## src/rtl/bkvt_pkg.sv

```systemverilog
// ----------------------------------------------------------------------------
// bkvt_pkg
// Shared types and constants of the bounded key/value table.
// ----------------------------------------------------------------------------
`default_nettype none

package bkvt_pkg;

    localparam int TABLE_DEPTH = 16;
    localparam int IDX_W       = (TABLE_DEPTH > 1) ? $clog2(TABLE_DEPTH) : 1;
    localparam int CNT_W       = $clog2(TABLE_DEPTH + 1);
    localparam int CAP_W       = 5;
    localparam int SLOT_W      = 8;
    localparam int KEY_W       = 32;
    localparam int VAL_W       = 32;
    localparam int WIDE_W      = SLOT_W + CNT_W + CAP_W;

    localparam logic [CAP_W-1:0] CAP_RESET = 5'd16;

    typedef enum logic [1:0] {
        CMD_RELATE = 2'd0,
        CMD_LOOKUP = 2'd1,
        CMD_INDEX  = 2'd2,
        CMD_CLEAR  = 2'd3
    } cmd_t;

    typedef struct packed {
        logic [1:0]              command;
        logic signed [KEY_W-1:0] key;
        logic [VAL_W-1:0]        value_in;
        logic [SLOT_W-1:0]       slot_index;
        logic signed [KEY_W-1:0] default_key;
    } in_item_t;

    typedef struct packed {
        logic                    hit;
        logic [4:0]              entry_count;
        logic [VAL_W-1:0]        value_out;
        logic signed [KEY_W-1:0] key_out;
    } out_item_t;

    typedef struct packed {
        logic             rd_en;
        logic [IDX_W-1:0] rd_addr;
        logic             wr_en;
        logic             wr_key_en;
        logic [IDX_W-1:0] wr_addr;
        logic [KEY_W-1:0] wr_key;
        logic [VAL_W-1:0] wr_value;
    } mem_req_t;

    typedef struct packed {
        logic [KEY_W-1:0] key;
        logic [VAL_W-1:0] value;
    } mem_rsp_t;

endpackage

`default_nettype wire

```

## src/rtl/bounded_key_value_table.sv

```systemverilog
// ----------------------------------------------------------------------------
// bounded_key_value_table
// Fixed-capacity key/value table with relate, lookup, read-at-index, clear.
// ----------------------------------------------------------------------------
// Channel   Direction  Handshake            Payload
// s_        in         s_valid / s_ready    bkvt_pkg::in_item_t
// m_        out        m_valid / m_ready    bkvt_pkg::out_item_t
// cfg_      in         cfg_wr_en            cfg_wr_data (capacity_in_use)
//
// Relate and lookup search the filled slots (count up to 16): the
// search reads one stored key per cycle through the single read port and
// checks it with one shared comparator. Reset clears the entry count and
// sets capacity to 16; the stored pairs need no clearing. A result waiting
// in the output register does not block the next item; the sequencer
// stalls only when a second result is due.
// ----------------------------------------------------------------------------
`default_nettype none

module bounded_key_value_table (
    input  wire logic                        aclk,
    input  wire logic                        aresetn,
    input  wire logic                        s_valid,
    output logic                             s_ready,
    input  wire bkvt_pkg::in_item_t          s_item,
    output logic                             m_valid,
    input  wire logic                        m_ready,
    output bkvt_pkg::out_item_t              m_item,
    input  wire logic                        cfg_wr_en,
    input  wire logic [bkvt_pkg::CAP_W-1:0]  cfg_wr_data
);

    logic [bkvt_pkg::CAP_W-1:0] cap_reg;
    logic                       m_valid_reg;
    bkvt_pkg::out_item_t        m_item_reg;

    logic                       res_valid;
    logic                       res_ready;
    bkvt_pkg::out_item_t        res_item;
    bkvt_pkg::mem_req_t         mem_req;
    bkvt_pkg::mem_rsp_t         mem_rsp;

    assign res_ready = !m_valid_reg || m_ready;
    assign m_valid   = m_valid_reg;
    assign m_item    = m_item_reg;

    always_ff @(posedge aclk) begin
        if (!aresetn) begin
            cap_reg     <= bkvt_pkg::CAP_RESET;
            m_valid_reg <= 1'b0;
        end else begin
            if (cfg_wr_en) begin
                cap_reg <= cfg_wr_data;
            end
            if (res_valid && res_ready) begin
                m_valid_reg <= 1'b1;
            end else if (m_ready) begin
                m_valid_reg <= 1'b0;
            end
        end
        if (res_valid && res_ready) begin
            m_item_reg <= res_item;
        end
    end

    bkvt_ctrl u_ctrl (
        .aclk      (aclk),
        .aresetn   (aresetn),
        .s_valid   (s_valid),
        .s_ready   (s_ready),
        .s_item    (s_item),
        .cap       (cap_reg),
        .res_valid (res_valid),
        .res_ready (res_ready),
        .res_item  (res_item),
        .mem_req   (mem_req),
        .mem_rsp   (mem_rsp)
    );

    bkvt_mem u_mem (
        .aclk (aclk),
        .req  (mem_req),
        .rsp  (mem_rsp)
    );

endmodule

`default_nettype wire

```

## src/rtl/bkvt_mem.sv

```systemverilog
// ----------------------------------------------------------------------------
// bkvt_mem
// Key and value storage, one write port and one registered read port.
// ----------------------------------------------------------------------------
`default_nettype none

module bkvt_mem (
    input  wire logic              aclk,
    input  wire bkvt_pkg::mem_req_t req,
    output bkvt_pkg::mem_rsp_t      rsp
);

    logic [bkvt_pkg::KEY_W-1:0] key_mem [bkvt_pkg::TABLE_DEPTH];
    logic [bkvt_pkg::VAL_W-1:0] val_mem [bkvt_pkg::TABLE_DEPTH];

    always_ff @(posedge aclk) begin
        if (req.wr_en) begin
            val_mem[req.wr_addr] <= req.wr_value;
            if (req.wr_key_en) begin
                key_mem[req.wr_addr] <= req.wr_key;
            end
        end
        if (req.rd_en) begin
            rsp.key   <= key_mem[req.rd_addr];
            rsp.value <= val_mem[req.rd_addr];
        end
    end

endmodule

`default_nettype wire

```

## src/rtl/bkvt_ctrl.sv

```systemverilog
// ----------------------------------------------------------------------------
// bkvt_ctrl
// Command sequencer: linear key search with one shared key comparator.
// ----------------------------------------------------------------------------
`default_nettype none

module bkvt_ctrl (
    input  wire logic                         aclk,
    input  wire logic                         aresetn,
    input  wire logic                         s_valid,
    output logic                              s_ready,
    input  wire bkvt_pkg::in_item_t           s_item,
    input  wire logic [bkvt_pkg::CAP_W-1:0]   cap,
    output logic                              res_valid,
    input  wire logic                         res_ready,
    output bkvt_pkg::out_item_t               res_item,
    output bkvt_pkg::mem_req_t                mem_req,
    input  wire bkvt_pkg::mem_rsp_t           mem_rsp
);

    typedef enum logic [1:0] {
        ST_IDLE,
        ST_SEARCH,
        ST_INDEX,
        ST_FINISH
    } state_t;

    state_t                          state_reg,   state_next;
    bkvt_pkg::in_item_t              item_reg,    item_next;
    logic [bkvt_pkg::CNT_W-1:0]      count_reg,   count_next;
    logic [bkvt_pkg::CNT_W-1:0]      issue_reg,   issue_next;
    logic [bkvt_pkg::IDX_W-1:0]      cmp_idx_reg, cmp_idx_next;
    logic                            pend_reg,    pend_next;
    bkvt_pkg::out_item_t             res_reg,     res_next;

    logic                            match;
    logic                            room;
    logic                            in_range;
    logic [bkvt_pkg::CNT_W-1:0]      limit;

    always_comb begin
        if (bkvt_pkg::WIDE_W'(cap) > bkvt_pkg::WIDE_W'(bkvt_pkg::TABLE_DEPTH)) begin
            limit = bkvt_pkg::CNT_W'(bkvt_pkg::TABLE_DEPTH);
        end else begin
            limit = bkvt_pkg::CNT_W'(cap);
        end
    end

    assign match    = pend_reg && (mem_rsp.key == item_reg.key);
    assign room     = count_reg < limit;
    assign in_range = bkvt_pkg::WIDE_W'(s_item.slot_index) < bkvt_pkg::WIDE_W'(count_reg);

    assign s_ready   = (state_reg == ST_IDLE);
    assign res_valid = (state_reg == ST_FINISH);
    assign res_item  = res_reg;

    always_comb begin
        state_next   = state_reg;
        item_next    = item_reg;
        count_next   = count_reg;
        issue_next   = issue_reg;
        cmp_idx_next = cmp_idx_reg;
        pend_next    = pend_reg;
        res_next     = res_reg;
        mem_req      = '0;
        case (state_reg)
            ST_IDLE: begin
                if (s_valid) begin
                    item_next  = s_item;
                    issue_next = '0;
                    pend_next  = 1'b0;
                    case (s_item.command)
                        bkvt_pkg::CMD_CLEAR: begin
                            count_next = '0;
                            res_next   = '0;
                            state_next = ST_FINISH;
                        end
                        bkvt_pkg::CMD_INDEX: begin
                            mem_req.rd_en   = in_range;
                            mem_req.rd_addr = bkvt_pkg::IDX_W'(s_item.slot_index);
                            pend_next       = in_range;
                            state_next      = ST_INDEX;
                        end
                        default: begin
                            state_next = ST_SEARCH;
                        end
                    endcase
                end
            end
            ST_SEARCH: begin
                if (match) begin
                    res_next.hit         = 1'b1;
                    res_next.entry_count = 5'(count_reg);
                    res_next.key_out     = '0;
                    if (item_reg.command == bkvt_pkg::CMD_RELATE) begin
                        mem_req.wr_en     = 1'b1;
                        mem_req.wr_addr   = cmp_idx_reg;
                        mem_req.wr_value  = item_reg.value_in;
                        res_next.value_out = '0;
                    end else begin
                        res_next.value_out = mem_rsp.value;
                    end
                    pend_next  = 1'b0;
                    state_next = ST_FINISH;
                end else if (issue_reg < count_reg) begin
                    // advance: fetch next slot, compare it next cycle
                    mem_req.rd_en   = 1'b1;
                    mem_req.rd_addr = issue_reg[bkvt_pkg::IDX_W-1:0];
                    cmp_idx_next    = issue_reg[bkvt_pkg::IDX_W-1:0];
                    pend_next       = 1'b1;
                    issue_next      = issue_reg + 1'b1;
                end else begin
                    res_next           = '0;
                    res_next.entry_count = 5'(count_reg);
                    if ((item_reg.command == bkvt_pkg::CMD_RELATE) && room) begin
                        mem_req.wr_en     = 1'b1;
                        mem_req.wr_key_en = 1'b1;
                        mem_req.wr_addr   = count_reg[bkvt_pkg::IDX_W-1:0];
                        mem_req.wr_key    = item_reg.key;
                        mem_req.wr_value  = item_reg.value_in;
                        count_next        = count_reg + 1'b1;
                        res_next.hit      = 1'b1;
                        res_next.entry_count = 5'(count_reg + 1'b1);
                    end
                    pend_next  = 1'b0;
                    state_next = ST_FINISH;
                end
            end
            ST_INDEX: begin
                res_next.hit         = pend_reg;
                res_next.entry_count = 5'(count_reg);
                if (pend_reg) begin
                    res_next.key_out   = mem_rsp.key;
                    res_next.value_out = mem_rsp.value;
                end else begin
                    res_next.key_out   = item_reg.default_key;
                    res_next.value_out = '0;
                end
                pend_next  = 1'b0;
                state_next = ST_FINISH;
            end
            ST_FINISH: begin
                if (res_ready) begin
                    state_next = ST_IDLE;
                end
            end
            default: begin
                state_next = ST_IDLE;
            end
        endcase
    end

    always_ff @(posedge aclk) begin
        if (!aresetn) begin
            state_reg <= ST_IDLE;
            count_reg <= '0;
            issue_reg <= '0;
            pend_reg  <= 1'b0;
        end else begin
            state_reg <= state_next;
            count_reg <= count_next;
            issue_reg <= issue_next;
            pend_reg  <= pend_next;
        end
        item_reg    <= item_next;
        cmp_idx_reg <= cmp_idx_next;
        res_reg     <= res_next;
    end

    a_count_bound: assert property (@(posedge aclk) disable iff (!aresetn)
        count_reg <= bkvt_pkg::CNT_W'(bkvt_pkg::TABLE_DEPTH))
        else $error("entry count above table depth");

    a_count_step: assert property (@(posedge aclk) disable iff (!aresetn)
        $past(aresetn) && (count_reg != $past(count_reg)) |->
        (count_reg == $past(count_reg) + 1'b1) || (count_reg == '0))
        else $error("entry count moved by more than one");

    a_write_in_search: assert property (@(posedge aclk) disable iff (!aresetn)
        mem_req.wr_en |-> (state_reg == ST_SEARCH))
        else $error("table written outside key search");

    a_issue_bound: assert property (@(posedge aclk) disable iff (!aresetn)
        (state_reg == ST_SEARCH) |-> (issue_reg <= count_reg))
        else $error("search ran past the filled slots");

    a_search_ends: assert property (@(posedge aclk) disable iff (!aresetn)
        (state_reg == ST_SEARCH) && match |=> (state_reg == ST_FINISH))
        else $error("key match did not end the search");

endmodule

`default_nettype wire
```

## config.mk

```make
export PLATFORM = sky130hd
export DESIGN_NAME = bounded_key_value_table
export DESIGN_NICKNAME = d
export VERILOG_FILES = /design/src/rtl/bkvt_pkg.sv /design/src/rtl/bounded_key_value_table.sv /design/src/rtl/bkvt_mem.sv /design/src/rtl/bkvt_ctrl.sv
export SDC_FILE = /design/constraint.sdc
export NUM_CORES = 1
export LEC_CHECK = 0
export ABC_CLOCK_PERIOD_IN_PS = 10900
export BUFFER_PORTS_ARGS = -buffer_cell sky130_fd_sc_hd__buf_2
export CORE_MARGIN = 1.5
export CORE_UTILIZATION = 50
export CTS_CLUSTER_DIAMETER = 200
export DETAILED_ROUTE_END_ITERATION = 10
export PLACE_DENSITY = 0.67
export SLEW_MARGIN = 5
export SYNTH_ARGS = -nofsm -noshare
export SYNTH_HDL_FRONTEND = slang
export SYNTH_SLANG_ARGS = --single-unit
```

## constraint.sdc

```tcl
create_clock -name aclk -period 10.9 [get_ports aclk]
set_input_delay 2.18 -clock aclk [delete_from_list [all_inputs] [get_ports aclk]]
set_output_delay 2.18 -clock aclk [all_outputs]
set_load 0.02 [all_outputs]
```

# Word-level counts from Yosys, hierarchy flattened
# Memory sizes are Yosys's and may differ from the RTL's. A register that Yosys moved wholly into a read port is not among the register bits.
# Index checks and enable logic that the tools add are counted.
[totals]
inputBits = 116
ff_bits = 261
mem_bits_rw = 1024
wordCells = 112
latchBits = 0
romBits = 0
memories = 2
[mem_list]
columns = ["name", "words", "width", "read_ports", "rd_ports_with_merged_regs", "write_ports", "line", "text"]
rows = [
  ["u_mem.key_mem", 16, 32, 1, 1, 1, "bkvt_mem.sv:13", "logic [bkvt_pkg::KEY_W-1:0] key_mem [bkvt_pkg::TABLE_DEPTH];"],
  ["u_mem.val_mem", 16, 32, 1, 1, 1, "bkvt_mem.sv:14", "logic [bkvt_pkg::VAL_W-1:0] val_mem [bkvt_pkg::TABLE_DEPTH];"],
]
[classes]
magnitude_cmp = 4
add_sub_neg = 2
n_shift = 0
eq_ne = 14
mux = 53
div = 0
mul = 0
bitwise = 1
reduce_logical = 17
[ops]
columns = ["operator", "count"]
rows = [
  ["70-bit 2-to-1 mux", 7],
  ["70-bit one-hot mux with 3 select lines", 1],
  ["32-bit 2-to-1 mux", 4],
  ["5-bit 2-to-1 mux", 13],
  ["64-bit 2-to-1 mux", 1],
  ["32-bit equality test", 1],
  ["5-bit one-hot mux with 2 select lines", 3],
  ["1-bit 2-to-1 mux", 14],
  ["5-bit by 1-bit adder with 5-bit output (second input constant)", 2],
  ["5-bit less-than comparator", 2],
  ["2-bit equality test (second input constant)", 4],
  ["8-bit by 5-bit less-than comparator with 1-bit output", 1],
  ["2-bit 2-to-1 mux", 4],
  ["4-bit 2-to-1 mux", 2],
  ["2-bit by 1-bit inequality test with 1-bit output (second input constant)", 4],
  ["2-bit one-hot mux with 4 select lines", 1],
  ["4-bit AND reduction", 2],
  ["6-bit 2-to-1 mux", 1],
  ["2-bit inequality test (second input constant)", 3],
  ["3-bit AND reduction", 2],
  ["6-bit AND reduction", 1],
  ["5-bit > comparator (second input constant)", 1],
  ["2-bit logical NOT", 2],
  ["2-bit one-hot mux with 2 select lines", 1],
  ["10 further kinds", 14],
]

# Logic depth before layout (Yosys ltp)
# Gate-level depths: netlist of the first run.
[depth]
ltp_word = 11
depth_mapped = 14

# Modules after synthesis
# From an unflattened synthesis of the first run, not the netlist that was laid out.
[unflattened]
cells_unflattened = 2404
hier_area_um2 = 51116.5
[modules_own_cells]
columns = ["mod", "n_inst", "seq_area_each_um2", "cells_each", "area_each_um2"]
rows = [
  ["bkvt_mem", 1, 32671.3, 1671, 40322.4],
  ["bkvt_ctrl", 1, 5425.2, 642, 8450.6],
  ["bounded_key_value_table", 1, 2222.1, 91, 2343.5],
]

# Worst setup path after synthesis of the first run
# No wires, ideal clock.
[synth_path]
kind = "input-to-reg"
from = "input port s_valid"
to = "register u_ctrl.res_reg (netlist bit u_ctrl.res_item[0]) (enable)"
setup_time_ns = 0.603
path_slack_ns = 2.840
required_ns = 10.297
cell_stages = 2
arrival_time_ns = 7.457
n_path_buf = 0
path_cell_list = "nand3_1 a211oi_1"
[synth_via]
elab_chain_len = 2
[synth_lines]
columns = ["item", "line", "text"]
rows = [
  ["start, declared", "bounded_key_value_table.sv:22", "input wire logic s_valid,"],
  ["2-bit inequality test (no source line)", "n/a", ""],
  ["4-bit AND reduction (no source line)", "n/a", ""],
  ["end signal, assigned", "bkvt_ctrl.sv:167", "res_reg <= res_next;"],
  ["end, declared", "bkvt_ctrl.sv:34", "bkvt_pkg::out_item_t res_reg, res_next;"],
]
# Every way passes these cells.
# A chain may end at the register's enable or synchronous reset.

# Final worst setup path of the first run
[layout_path]
from = "register u_ctrl.count_reg[3] (netlist bit)"
to = "register u_mem.rsp[11] (netlist name)"
[layout_via]
elab_chain_len = 4
[layout_lines]
columns = ["item", "line", "text"]
rows = [
  ["start, declared", "bkvt_ctrl.sv:30", "logic [bkvt_pkg::CNT_W-1:0] count_reg, count_next;"],
  ["start signal, assigned", "bkvt_ctrl.sv:161", "count_reg <= count_next;"],
  ["8-bit by 5-bit less-than comparator with 1-bit output / 5-bit less-than comparator (equally long branches)", "bkvt_ctrl.sv:51, bkvt_ctrl.sv:105", ""],
  ["5-bit 2-to-1 mux (on tied branches)", "bkvt_ctrl.sv:72, bkvt_ctrl.sv:105", ""],
  ["5-bit 2-to-1 mux (on tied branches)", "bkvt_ctrl.sv:68, bkvt_ctrl.sv:91", ""],
  ["5-bit one-hot mux with 2 select lines (*)", "bkvt_ctrl.sv:66", "case (state_reg)"],
]
# Mark *: on every way between the ends. The rest lies on a longest branch, timed or not.

==> results.tsv, run 1 <==
stage	metric	value	unit
synth	most common flop cell mapped by yosys	edfxtp_1	
setup_path	CP endpoint kind	flip-flop	
setup_path	FF-to-FF End	u_mem.rsp[11]	
synth	combinational family with the most area after synthesis	compound AO/OA/AOI/OAI gates	
synth	Yosys cell types	59	
sta	slew margin rel.	0.187	
synth	Cells after Synth	3417	
setup_path	CP Buf/Inv Count	2	
floorplan	I/O pin total	188	
cts	CTS hold repair buffers	0	
sta	Tcrit/Tclk final	0.459	
layout	multi-input logic area	0.0108	mm^2
placement	routability congestion estimate	0.797	
synth	post-synthesis sequential area ratio	0.777	
synth	count leader, synth	edfxtp_1	
cts	TritonCTS Buffers	137	
sta	Max Freq	200	MHz
placement	placed insts	4815	
cts	TritonCTS Sinks	1349	
setup_path	Max FO, Critical Path	50	
worst_hold_path	min-delay worst type	flip-flop to flip-flop	
drt	drt first pass iters	5	
synth	XOR/XNOR Fraction of Synth Area	0.00625	
setup_path	Critical Path AT	5.59	ns
synth	FF+latch count, synth	1349	
sta	Worst Skew	0.0287	ns
synth	post-synthesis mux area share	0.0205	
worst_hold_path	worst hold stages	0	
sta	Fin. Hold Viols	0	
cts	clock transition at the registers of the reported paths	0.06	ns
grt	largest net degree at the start of global routing	206	
floorplan	Rows	117	
setup_path	critical path's top delay family	compound AO/OA/AOI/OAI gates	
cts	H-tree Lvls	4	
setup_path	Worst Path Required	11.50	ns
placement	placed inst area	0.0544	mm^2
setup_path	Setup CP Type	flip-flop to flip-flop	
setup_path	reg2reg setup slack	5.90	ns
sta	Pins Over Slew Limit	0	
power_and_ir_drop	power density over the cells	201	mW/mm^2
sta	Slew @ Worst Pin	1.21	ns
setup_path	crit path to	u_mem.rsp[11]	
cts	worst skew pair latency	0.75	ns
grt	first-pass GRT wire length	183000	um
layout	fin nets	3722	
grt	initial antenna violation count	3	
placement	Port-buffer cells	187	
cts	post-CTS sizing	0	
synth	most instantiated cells after synthesis	edfxtp_1, nand2_1, a21oi_1	
layout	Reg area	0.0403	mm^2
setup_path	crit path launch type	flip-flop	
grt	vias in the first global route	28600	
synth	post-synth top area share	0.770	
cts	CTS tree	built	
synth	Synth Net Count	3553	
floorplan	Core Area	0.102	mm^2
layout	layout cells sized above 1	0.131	
floorplan	Die W	325	um
floorplan	Die Ht	325	um
sta	Sum Neg Setup Slack	0	ns
drt	via count	30200	
layout	Antenna diodes	0	
job	Max Cap Viol	0	
grt	all-layer global routing usage	0.233	
synth	Yosys warning count	0	
grt	gr ovfl total	0	
drt	DRT iter0 DRCs	3199	
synth	Compound-Gate Fraction of Synth Area	0.0929	
synth	Syn Area/Cell	15.2	um^2
setup_path	CP max stage delay	0.91	ns
synth	Post-Synth Simple-Gate Area	0.0779	
synth	Cell Area, Synth	0.0519	mm^2
drt	Post-DRT Antenna Nets	0	
setup_path	r2r startpoint	u_ctrl.count_reg[3]	
sta	RSZ-0062 raised after global routing	no	
sta	fin crit period	5.00	ns
layout	Final Non-Filler Cells	5061	
drt	# DRC	0	
synth	EDFF count, synth	1330	
setup_path	slowest CP cell	buf_4	
synth	Synth Area in Adders	0.00482	
power_and_ir_drop	Leakage	19.0	nW
power_and_ir_drop	Tot Pwr	0.0117	W
cts	# Post-CTS Setup Buffers	0	
layout	fill cell count	7865	
cts	clk buf depth	3	
synth	Synth area leader	edfxtp_1	
cts	Root Driver	clkbuf_16	
floorplan	area of the die	0.106	mm^2
status	status	completed	
floorplan	starting density of the core	0.507	
synth	Synth area leaders	edfxtp_1, nand2_1, a32oi_1	
power_and_ir_drop	Worst VDD drop	0.157	mV
synth	async set-reset flop share out of synthesis	0	
drt	routed wire length	125000	um
drt	post-DR wirelength/cell	24.7	um
setup_path	cell depth of the worst setup path	12	
setup_path	CP Cell Sequence	inv_1 > ha_1 > a21oi_1 > o21ai_0 > a21oi_1 > nand2_1 > nor2_2 > a31oi_2 > o32ai_4 > buf_4 > a22oi_1 > nand2_1	
sta	final setup vio count	0	
layout	Synth-to-Final Area Change	12.8	%
setup_path	Crit. Startpoint	u_ctrl.count_reg[3]	
placement	DP Wirelength	60600	um
drt	Vias/cell	5.96	
layout	cell area after layout	0.0585	mm^2
setup_path	R2R cell count	12	
worst reg2reg max path, stage by stage (launching register included):
cell	delay (ns)
dfxtp_1	0.52
inv_1	0.18
ha_1	0.33
a21oi_1	0.12
o21ai_0	0.11
a21oi_1	0.35
nand2_1	0.31
nor2_2	0.77
a31oi_2	0.23
o32ai_4	0.58
buf_4	0.92
a22oi_1	0.32
nand2_1	0.13
metrics by stage:
stage	hold slack (ns)	utilization	setup WS, ns
after floorplan	0.400	-	2.84
after global placement	0.400	0.531	5.33
after detailed placement	0.405	0.531	5.31
after CTS	0.416	0.572	5.88
after global routing	0.419	0.572	5.58
final	0.413	0.572	5.90
layout make-up:
cell class / count / share of cell area
Inverter: 14 / 0.000941
Tap cell: 1368 / 0.0293
Clock inverter: 70 / 0.00870
Clock buffer: 176 / 0.0618
Multi-Input combinational cell: 1835 / 0.185
Sequential cell: 1349 / 0.689
Timing Repair Buffer: 249 / 0.0252
cells in the final DEF, fill, tap and decap left out, types with 15 or more instances in the layout:
master,n
edfxtp_1,1330
nand2_1,726
a21oi_1,325
a32oi_1,192
buf_2,187
clkbuf_16,139
mux2i_1,105
and2_1,68
a22oi_1,68
a221oi_1,63
buf_4,56
nor2_1,49
clkbuf_1,37
clkinv_1,37
and3_1,33
nor2_4,31
xnor2_1,23
o21ai_0,20
ha_1,19
dfxtp_1,18
nor2b_1,15
clkinv_2,15
where the power goes:
part	internal (W)	switching [W]
Clock	0.00243	0.00192
Sequential	0.00616	0.000130
Combinational	0.000285	0.000807
kinds of logic (layout without fill, tap and decap cells):
group | after synthesis | count (layout)
xor gates and xnor gates | 37 | 37
DFF | 1349 | 1349
adders and majority gates | 20 | 20
and+or+nand+nor | 966 | 966
AOI/OAI and AO/OA | 706 | 706
muxes | 106 | 106
buffers and inverters | 233 | 509
worst min path at each step:
stage	startpoint	to	slack [ns]
6_report	u_ctrl.res_item[52]	m_item[52]	0.41
5_1_grt	u_ctrl.res_item[52]	m_item[52]	0.42
4_1_cts	u_ctrl.res_item[47]	m_item[47]	0.42
3_5_place_dp	u_ctrl.res_item[11]	m_item[11]	0.40
3_3_place_gp	u_ctrl.res_item[22]	m_item[22]	0.40
2_1_floorplan	u_ctrl.res_item[0]	m_item[0]	0.40
layer usage:
| layer | vias up | wire length [um] | track usage |
|---|---|---|---|
| li1 | 13400 | - | - |
| met5 | - | 0 | 0 |
| met4 | 0 | 2660 | 0.0641 |
| met3 | 200 | 9100 | 0.0345 |
| met1 | 15300 | 51700 | 0.323 |
| met2 | 1300 | 61300 | 0.385 |
Power figures use the tool's default switching activity.
==> inputs of run 2 (changes only) <==
- ABC_CLOCK_PERIOD_IN_PS: 10900 -> 4390
- PLACE_DENSITY: 0.67 -> 0.69
- clock period: 10.9 -> 4.39 ns (I/O delays scaled with it)
==> results.tsv, run 2 (same netlist as run 1, synthesis figures left out) <==
stage	metric	value	unit
status	status	completed	
setup_path	crit path launch type	flip-flop	
layout	Final Non-Filler Cells	5135	
floorplan	Die Ht	325	um
sta	final setup vio count	0	
setup_path	critical path's top delay family	simple AND/OR/NAND/NOR gates	
drt	# DRC	0	
sta	slew margin rel.	0.302	
setup_path	CP Buf/Inv Count	4	
layout	most frequent cells in the layout	edfxtp_1, nand2_1, a21oi_1	
setup_path	Critical Path AT	4.63	ns
grt	initial antenna violation count	4	
grt	gr ovfl total	0	
power_and_ir_drop	P_int	0.0229	W
floorplan	I/O pin total	188	
setup_path	CP max stage delay	0.77	ns
floorplan	Core Area	0.102	mm^2
power_and_ir_drop	Worst VDD drop	0.394	mV
power_and_ir_drop	Sequential Power Share	0.521	
power_and_ir_drop	switching share of power	0.236	
cts	H-tree Lvls	4	
setup_path	r2r startpoint	u_mem.rsp[45]	
cts	TritonCTS Buffers	133	
floorplan	area of the die	0.106	mm^2
setup_path	Setup CP Type	flip-flop to flip-flop	
drt	post-DR wirelength/cell	24.3	um
setup_path	Max FO, Critical Path	21	
setup_path	CP Cell Sequence	xor2_1 > nor4_1 > nand3_1 > buf_4 > nor4_4 > buf_12 > nor3_2 > a22oi_1 > o21ai_0 > buf_4 > nor2_4 > buf_12	
layout	fin nets	3798	
power_and_ir_drop	Switch Pwr	0.00706	W
placement	placed insts	4895	
worst_hold_path	min-delay worst type	primary input to flip-flop	
setup_path	CP endpoint kind	flip-flop	
placement	dpl ws	0.121	ns
sta	WHS	0.311	ns
drt	via count	30500	
setup_path	Crit. Startpoint	u_mem.rsp[45]	
power_and_ir_drop	Comb power frac	0.098	
sta	Max Freq	238	MHz
power_and_ir_drop	Tot Pwr	0.0299	W
grt	all-layer global routing usage	0.234	
worst_hold_path	Hold Startpoint	s_item[56]	
sta	Tcrit/Tclk final	0.957	
floorplan	Die W	325	um
sta	fin crit period	4.20	ns
drt	Post-DRT Antenna Nets	0	
sta	Fin. Hold Viols	0	
setup_path	Worst Path Required	4.81	ns
cts	TritonCTS Sinks	1349	
grt	largest net degree at the start of global routing	140	
placement	Port-buffer cells	187	
sta	Pins Over Slew Limit	0	
sta	RSZ-0062 raised after global routing	yes	
layout	fill cell count	7446	
sta	Slew @ Worst Pin	1.05	ns
layout	commonest non-fill, non-tap cell in the layout	edfxtp_1	
cts	Root Driver	clkbuf_16	
cts	post-CTS sizing	0	
sta	fin worst setup slack	0.188	ns
grt	first-pass GRT wire length	185000	um
cts	CTS tree	built	
drt	DRT iter0 DRCs	3207	
layout	layout cells sized above 1	0.154	
setup_path	slowest CP cell	nor4_1	
cts	CTS hold repair buffers	0	
drt	routed wire length	125000	um
power_and_ir_drop	power density over the cells	496	mW/mm^2
sta	Worst Skew	0.0281	ns
power_and_ir_drop	Clock power frac	0.381	
grt	vias in the first global route	29600	
drt	drt first pass iters	5	
floorplan	starting density of the core	0.507	
floorplan	Rows	117	
placement	DP Wirelength	68300	um
cts	clk buf depth	3	
job	Max Cap Viol	0	
power_and_ir_drop	Leakage	19.8	nW
cts	# Post-CTS Setup Buffers	0	
cts	worst skew pair latency	0.74	ns
layout	Synth-to-Final Area Change	16.5	%
cts	clock transition at the registers of the reported paths	0.07	ns
drt	Vias/cell	5.95	
placement	routability congestion estimate	0.847	
[run 2: cell count changes in the layout (fill, tap and decap cells not counted), sizes merged]
cell / before / now
buf: 249 / 329
bufinv: 3 / 16
clkbuf: 176 / 169
clkinv: 56 / 47
diode: 0 / 1
inv: 24 / 20
[run 2: power groups by stage]
stage / Combinational (W) / Sequential [W] / Clock, W
after floorplan: 0.00163 / 0.0159 / 0
after global placement: 0.00289 / 0.0159 / 0
after CTS: 0.00294 / 0.0156 / 0.0116
final: 0.00292 / 0.0156 / 0.0114
after detailed placement: 0.00293 / 0.0159 / 0
after global routing: 0.00314 / 0.0156 / 0.0121
[run 2: final timing paths]
path                          endpoint  slack [ns]  cells past startpoint
setup reg to reg  u_mem.val_mem[8][24]        0.19                     12
setup / recovery  u_mem.val_mem[8][24]        0.19                     12
hold reg to reg             m_item[16]        0.41                      0
hold / removal     u_ctrl.item_reg[56]        0.31                      1
[run 2: metrics by stage]
| stage | instance area, um^2 | utilization | setup TNS [ns] |
|---|---|---|---|
| after floorplan | 51900 | - | 0 |
| after global placement | 56000 | 0.547 | 0 |
| after detailed placement | 56000 | 0.547 | 0 |
| after CTS | 60400 | 0.590 | 0 |
| after global routing | 60400 | 0.590 | -0.00892 |
| final | 60400 | 0.590 | 0 |
[run 2: cell type report]
| type | instances | area, um^2 | area share |
|---|---|---|---|
| Clock inverter | 70 | 803 | 0.0133 |
| Clock buffer | 169 | 3580 | 0.0592 |
| Sequential cell | 1349 | 40300 | 0.668 |
| Timing Repair Buffer | 329 | 3100 | 0.0514 |
| Antenna cell | 1 | 2.50 | 0.0000414 |
| Tap cell | 1368 | 1710 | 0.0283 |
| Inverter | 14 | 55.1 | 0.000911 |
| Multi-Input combinational cell | 1835 | 10800 | 0.179 |
[run 2: metal layers]
metal,vias up,wire [um],track usage
met5,-,0,0
met4,0,3930,0.0857
met3,231,9960,0.0400
met2,1419,61000,0.384
met1,15300,50100,0.315
li1,13600,-,-
